[src/rtl/spie_pkg.sv]
// Package with the word types, relation codes and status codes of the sib-pair IBD estimator.
`timescale 1ns / 1ps
`default_nettype none

package spie_pkg;

  // Widths fixed by the genotype and result formats.
  localparam int unsigned AlleleW   = 8;
  localparam int unsigned RelationW = 3;
  localparam int unsigned QuarterW  = 3;
  localparam int unsigned StatusW   = 2;

  // Relation codes carried in the input word.
  localparam logic [RelationW-1:0] REL_SELF          = 3'd0;
  localparam logic [RelationW-1:0] REL_FOUNDERS      = 3'd1;
  localparam logic [RelationW-1:0] REL_FOUNDER_CHILD = 3'd2;
  localparam logic [RelationW-1:0] REL_SIBS          = 3'd3;

  // Status codes carried in the result word.
  typedef enum logic [StatusW-1:0] {
    ST_OK              = 2'd0,
    ST_EXTENDED        = 2'd1,
    ST_UNTYPED_PARENTS = 2'd2
  } status_e;

  // Probabilities in quarters.
  localparam logic [QuarterW-1:0] Q_ZERO = 3'd0;
  localparam logic [QuarterW-1:0] Q_ONE  = 3'd1;
  localparam logic [QuarterW-1:0] Q_HALF = 3'd2;
  localparam logic [QuarterW-1:0] Q_FULL = 3'd4;

  typedef logic [AlleleW-1:0] allele_t;

  // One input word: relation and the four genotypes.
  typedef struct packed {
    logic [RelationW-1:0] relation;
    allele_t              first_allele_a;
    allele_t              first_allele_b;
    allele_t              second_allele_a;
    allele_t              second_allele_b;
    allele_t              father_allele_a;
    allele_t              father_allele_b;
    allele_t              mother_allele_a;
    allele_t              mother_allele_b;
  } in_word_t;

  // One result word: the three sharing probabilities and a status.
  typedef struct packed {
    logic [QuarterW-1:0] share_none;
    logic [QuarterW-1:0] share_one;
    logic [QuarterW-1:0] share_two;
    logic [StatusW-1:0]  status;
  } out_word_t;

endpackage

`default_nettype wire

[src/rtl/spie_rules.sv]
// Combinational IBD rules that turn one genotype word into one result word.
`timescale 1ns / 1ps
`default_nettype none

module spie_rules import spie_pkg::*; (
  input  in_word_t  word_i,
  output out_word_t result_o
);

  allele_t pa, pb, qa, qb, fa, fb, ma, mb;
  logic    fa_typed, mo_typed, p_typed, q_typed;
  logic    fa_hom, mo_hom, p_hom, q_hom;
  allele_t unin;
  allele_t p_other, q_other;
  logic [1:0] ibs;
  allele_t shared;
  logic    shared_in_both, same_parents;

  assign pa = word_i.first_allele_a;
  assign pb = word_i.first_allele_b;
  assign qa = word_i.second_allele_a;
  assign qb = word_i.second_allele_b;
  assign fa = word_i.father_allele_a;
  assign fb = word_i.father_allele_b;
  assign ma = word_i.mother_allele_a;
  assign mb = word_i.mother_allele_b;

  // Typed and homozygous flags for each person.
  assign fa_typed = (fa != '0) && (fb != '0);
  assign mo_typed = (ma != '0) && (mb != '0);
  assign p_typed  = (pa != '0) && (pb != '0);
  assign q_typed  = (qa != '0) && (qb != '0);
  assign fa_hom   = (fa == fb);
  assign mo_hom   = (ma == mb);
  assign p_hom    = (pa == pb);
  assign q_hom    = (qa == qb);

  // The allele of the single homozygous parent, and each sib's other allele.
  assign unin    = fa_hom ? fa : ma;
  assign p_other = (pa == unin) ? pb : pa;
  assign q_other = (qa == unin) ? qb : qa;

  // Identity-by-state count between the sibs.
  always_comb begin
    if (pa == qa) begin
      ibs = (pb == qb) ? 2'd2 : 2'd1;
    end else if (pa == qb) begin
      ibs = (pb == qa) ? 2'd2 : 2'd1;
    end else begin
      ibs = ((pb == qa) || (pb == qb)) ? 2'd1 : 2'd0;
    end
  end

  // The allele shared by two heterozygous sibs, and whether both parents carry it.
  assign shared         = ((qa == pa) || (qb == pa)) ? pa : pb;
  assign shared_in_both = ((fa == shared) || (fb == shared)) &&
                          ((ma == shared) || (mb == shared));
  assign same_parents   = ((fa == ma) && (fb == mb)) || ((fa == mb) && (fb == ma));

  // Rule selection in the order of precedence.
  always_comb begin
    result_o.share_none = Q_ZERO;
    result_o.share_one  = Q_ZERO;
    result_o.share_two  = Q_ZERO;
    result_o.status     = ST_OK;
    if (word_i.relation == REL_SELF) begin
      result_o.share_two = Q_FULL;
    end else if (word_i.relation == REL_FOUNDERS) begin
      result_o.share_none = Q_FULL;
    end else if (word_i.relation == REL_FOUNDER_CHILD) begin
      result_o.share_one = Q_FULL;
    end else if (word_i.relation != REL_SIBS) begin
      result_o.status = ST_EXTENDED;
    end else if (!fa_typed || !mo_typed) begin
      result_o.status = ST_UNTYPED_PARENTS;
    end else if (!p_typed || !q_typed || (fa_hom && mo_hom)) begin
      result_o.share_none = Q_ONE;
      result_o.share_one  = Q_HALF;
      result_o.share_two  = Q_ONE;
    end else if (fa_hom || mo_hom) begin
      result_o.share_one = Q_HALF;
      if (p_other == q_other) begin
        result_o.share_two = Q_HALF;
      end else begin
        result_o.share_none = Q_HALF;
      end
    end else begin
      case (ibs)
        2'd0: begin
          result_o.share_none = Q_FULL;
        end
        2'd1: begin
          if (!p_hom && !q_hom && shared_in_both) begin
            result_o.share_none = Q_FULL;
          end else begin
            result_o.share_one = Q_FULL;
          end
        end
        default: begin
          if (p_hom || !same_parents) begin
            result_o.share_two = Q_FULL;
          end else begin
            result_o.share_none = Q_HALF;
            result_o.share_two  = Q_HALF;
          end
        end
      endcase
    end
  end

endmodule

`default_nettype wire

[src/rtl/sib_pair_ibd_estimate_top.sv]
// Top level of the sib-pair IBD estimator: input register, rule logic, result register.
//
// Usage: drive a genotype word on in_i and raise start_i. The word is taken at a
// rising edge where start_i is high and busy_o is low; busy_o is always low, so a
// new word can be taken in every cycle. Each word yields exactly one result word
// on result_o, marked by valid_o for one cycle, after it has passed the input
// register and then the result register. Throughput is one word per cycle; the
// rule logic between the two registers is a set of 8-bit equality compares and
// a priority select, which sets the cycle time.
// The receiver cannot stall; results are simply presented in order.
// Reset clears the valid flags of both stages, so no result is shown until a
// word has been taken after reset. There is no configuration.
`timescale 1ns / 1ps
`default_nettype none

module sib_pair_ibd_estimate_top import spie_pkg::*; (
  input  logic      clk_i,
  input  logic      rst_ni,
  input  logic      start_i,
  output logic      busy_o,
  input  in_word_t  in_i,
  output logic      valid_o,
  output out_word_t result_o
);

  in_word_t  in_q;
  logic      in_valid_q;
  out_word_t res_d, res_q;
  logic      res_valid_q;

  assign busy_o = 1'b0;

  // Input stage valid flag.
  always_ff @(posedge clk_i or negedge rst_ni) begin
    if (!rst_ni) begin
      in_valid_q <= 1'b0;
    end else begin
      in_valid_q <= start_i && !busy_o;
    end
  end

  // Input stage payload.
  always_ff @(posedge clk_i) begin
    if (start_i && !busy_o) begin
      in_q <= in_i;
    end
  end

  spie_rules u_rules (
    .word_i   (in_q),
    .result_o (res_d)
  );

  // Result stage valid flag.
  always_ff @(posedge clk_i or negedge rst_ni) begin
    if (!rst_ni) begin
      res_valid_q <= 1'b0;
    end else begin
      res_valid_q <= in_valid_q;
    end
  end

  // Result stage payload.
  always_ff @(posedge clk_i) begin
    if (in_valid_q) begin
      res_q <= res_d;
    end
  end

  assign valid_o  = res_valid_q;
  assign result_o = res_q;

endmodule

`default_nettype wire

[config.mk]
export PLATFORM = sky130hd
export DESIGN_NAME = sib_pair_ibd_estimate_top
export DESIGN_NICKNAME = d
export VERILOG_FILES = /design/src/rtl/spie_pkg.sv /design/src/rtl/spie_rules.sv /design/src/rtl/sib_pair_ibd_estimate_top.sv
export SDC_FILE = /design/constraint.sdc
export NUM_CORES = 1
export LEC_CHECK = 0
export ABC_AREA = 1
export BUFFER_PORTS_ARGS = -buffer_cell sky130_fd_sc_hd__buf_2
export CELL_PAD_IN_SITES_DETAIL_PLACEMENT = 1
export CELL_PAD_IN_SITES_GLOBAL_PLACEMENT = 1
export CORE_ASPECT_RATIO = 1.4
export CORE_MARGIN = 3
export CORE_UTILIZATION = 43
export CTS_BUF_LIST = sky130_fd_sc_hd__clkbuf_16
export DETAILED_ROUTE_END_ITERATION = 16
export GPL_ROUTABILITY_DRIVEN = 0
export GPL_TIMING_DRIVEN = 0
export MAX_ROUTING_LAYER = met4
export PLACE_DENSITY_LB_ADDON = 0.25
export SYNTH_ARGS = -nofsm -noshare
export SYNTH_HDL_FRONTEND = slang
export SYNTH_SLANG_ARGS = --single-unit
export TNS_END_PERCENT = 20
[constraint.sdc]
create_clock -name clk_i -period 3.05 [get_ports clk_i]
set_input_delay 0.305 -clock clk_i [delete_from_list [all_inputs] [get_ports clk_i]]
set_output_delay 0.305 -clock clk_i [all_outputs]
set_load 0.03 [all_outputs]
==> results.cfg <==
[die]
die_y_um = 143.1
fp-row-count = 49
core_area_um2 = 13000
io_pins = 83
initial_utilization = 0.4444
die_area_um2 = 14880
die_w_um = 104.0

[logic_synthesis]
yosysUniqueCellTypes = 38
synth_area_leaders = edfxtp_1 (40%), nand2_1 (14%), xor2_1 (9.6%), nand3_1 (7.7%), inv_1 (4.9%)
syn_inst = 742
yosysTopAreaCellShare = 0.3951
synth-seq-cells = 78
synth_common_cells = nand2_1 (216), nand3_1 (89), edfxtp_1 (76), inv_1 (76), xor2_1 (63)
ys_warn_count = 0
synthArstFlopShare = 0.02564
synth_top_cell_by_area = edfxtp_1
synth.most_common_cell = nand2_1
syn_area_um2 = 5776
ys_seq_area_frac = 0.4038
synth_ff_type = edfxtp_1
avgSynthCellArea_um2 = 7.784
synth-edff-count = 76

[min_path]
hp-class = input pin to register

[timing]
slew_headroom = 0.3798
setup-violations-final = 1
tightest_slew_ps = 906.9
hold_violations = 0
maxClockFrequency_ghz = 0.3264
worst_slack_ps = -13.78
timing.final.crit_share = 1.005
rsz0062_at_grt = yes
fin_worst_skew_ps = 5.905
period_minus_slack_ps = 3064
whs_ps = 119.9
slew_viol_final = 0

[run_status]
status = finished with violations
failed_checks = setup timing

[worst_setup_path]
cp.arrival_ps = 3170
cp_max_fo = 6
crit_path_end_kind = register
critPathLaunchType = register
cp_data_required_time_ps = 3150
criticalPathCategory = register to register

[drt]
first_iter_violations = 388
drt_pass1_iterations = 5
viasPerCell = 5.736
vias = 6189
wl_per_cell_um = 20.85
ant_nets = 0
wirelength_mm = 22.50
drc = 0

[global_route]
overflow = 0
grt_max_degree = 69
grtUsageTotal = 0.2772
grt_antenna_before_repair = 0
grt_pass1_vias = 6148
grt_pass1_wl_mm = 31.22

[cts]
cts_tree = built
clk_pin_slew_ps = 60
root_buffer = clkbuf_16
clock-sinks = 78
htreeDepth = 3
clkLatencyLatePin_ps = 350
cts_buffer_depth = 2
cts_made_buffers = 9

[place]
hpwl_mm = 14.96
port_buffers = 80

[power]
p_leak_nw = 3.532
p_per_area_nw_per_um2 = 459.3
vdd_ir_drop_max_v = 0.0003373
power.total_mw = 3.445

[layout]
drive_gt1_frac = 0.2875
antenna_cells = 0
fin_nets = 966
syn_to_final_growth_pct = 29.85

[job]
drv_cap = 0
[logic make-up (layout without fill, tap and decap cells)]
family          Yosys count  in the layout  synth area share
other cells               1              2         0.0006493
simple gates            419            420            0.3321
flops                    78             78            0.4038
compound gates           48             48           0.05351
xor+xnor                 72             72            0.1105
buf+inv                 124            281           0.09944
[cells in the final DEF (no fill, tap or decap), types with 3 or more instances in the layout]
master and n:
inv_2 11, buf_8 3, nor2_4 8, buf_12 3, nor4_1 14, xor2_1 63
nand3_1 85, xnor2_1 7, a221oi_1 6, nand2_1 203, buf_2 89, buf_6 11
buf_4 55, nand2_2 18, clkbuf_16 12, nand2_4 10, nand3_2 9, clkinv_4 4
clkbuf_1 12, nor2_2 5, nor2_1 38, inv_1 71, o21ai_4 3, edfxtp_1 76
o21ai_0 4, a22oi_1 3, o22ai_1 6, a21oi_1 13, o21ai_2 6, nor3_1 8
nand4_1 20
[routing by layer]
metal  vias to the layer above  global-route usage  wire length, um
li1                       2748                   -                -
met1                      2990              0.2760             7637
met2                       310              0.4830            11620
met3                       141             0.05201             1420
met4                         0              0.2080             1821
met5                         -                   -                0
[what timing repair did]
item	in CTS	in global routing
gates cloned	0	5
setup buffers	20	36
gates resized for setup	11	51
endpoints found under the hold margin	2	0
endpoints found under the setup margin	4	4
hold buffers	1	0
pin swaps	7	28
[critical path, stage by stage (launching register included)]
cell	delay [ps]
edfxtp_1	460
buf_4	180
nand2_1	80
nand2_2	120
nand2_4	120
nor2_4	50
nand2_4	110
buf_8	130
nand2_1	80
nand3_1	120
nand2_1	80
inv_2	60
nand2_2	80
nor2_4	190
buf_6	160
buf_4	120
nand3_2	60
nand2_1	90
nand3_1	70
nand2_1	80
nand2_1	80
nor2_2	190
a21oi_1	90
[final timing paths]
check                               from          end  slack, ps  depth (start not counted)
worst max-delay path            in_q[28]  result_o[9]        -10                         22
worst min-delay path            in_i[12]     in_q[12]        120                          1
worst max register to register  in_q[28]  result_o[9]        -10                         22
worst min register to register  in_q[66]  result_o[0]        630                          1
max in group asynchronous         rst_ni   in_valid_q       2680                          2
min in group asynchronous         rst_ni      valid_o        280                          2
[power by group]
part / switching [mW] / internal [mW] / total [mW] / leakage, nW
registers: 0.0852 / 1.27 / 1.36 / 0.765
clock network: 0.459 / 0.719 / 1.18 / 0.157
logic: 0.576 / 0.333 / 0.909 / 2.61
[final cells by class]
cell class                      instances  area (um^2)
Buffer                                 40        280.3
Clock inverter                          7        98.84
Inverter                               84        320.3
Fill cell                            1606         5498
Multi-Input combinational cell        542         3062
Tap cell                              178        222.7
Sequential cell                        78         2332
Timing Repair Buffer                  141        958.4
Clock buffer                            9        225.2
[flip-flops by register name, summed over array words and instances, names as in the netlist]
name	flops
in_q	67
valid_o	1
in_valid_q	1
result_o	9
[metrics by stage]
stage	util	worst slack (ps)	cells	TNS [ps]	instance area, um^2
2_1_floorplan	-	645.1	743	0	5779
3_3_place_gp	0.4926	-187.0	1001	-284.2	6402
3_5_place_dp	0.4926	-226.8	1001	-512.7	6402
4_1_cts	0.5326	5.316	1038	0	6923
5_1_grt	0.5770	-138.9	1079	-314.8	7500
6_report	0.5770	-13.78	1079	-13.78	7500
Note: power is estimated with default switching activity, not from simulation.
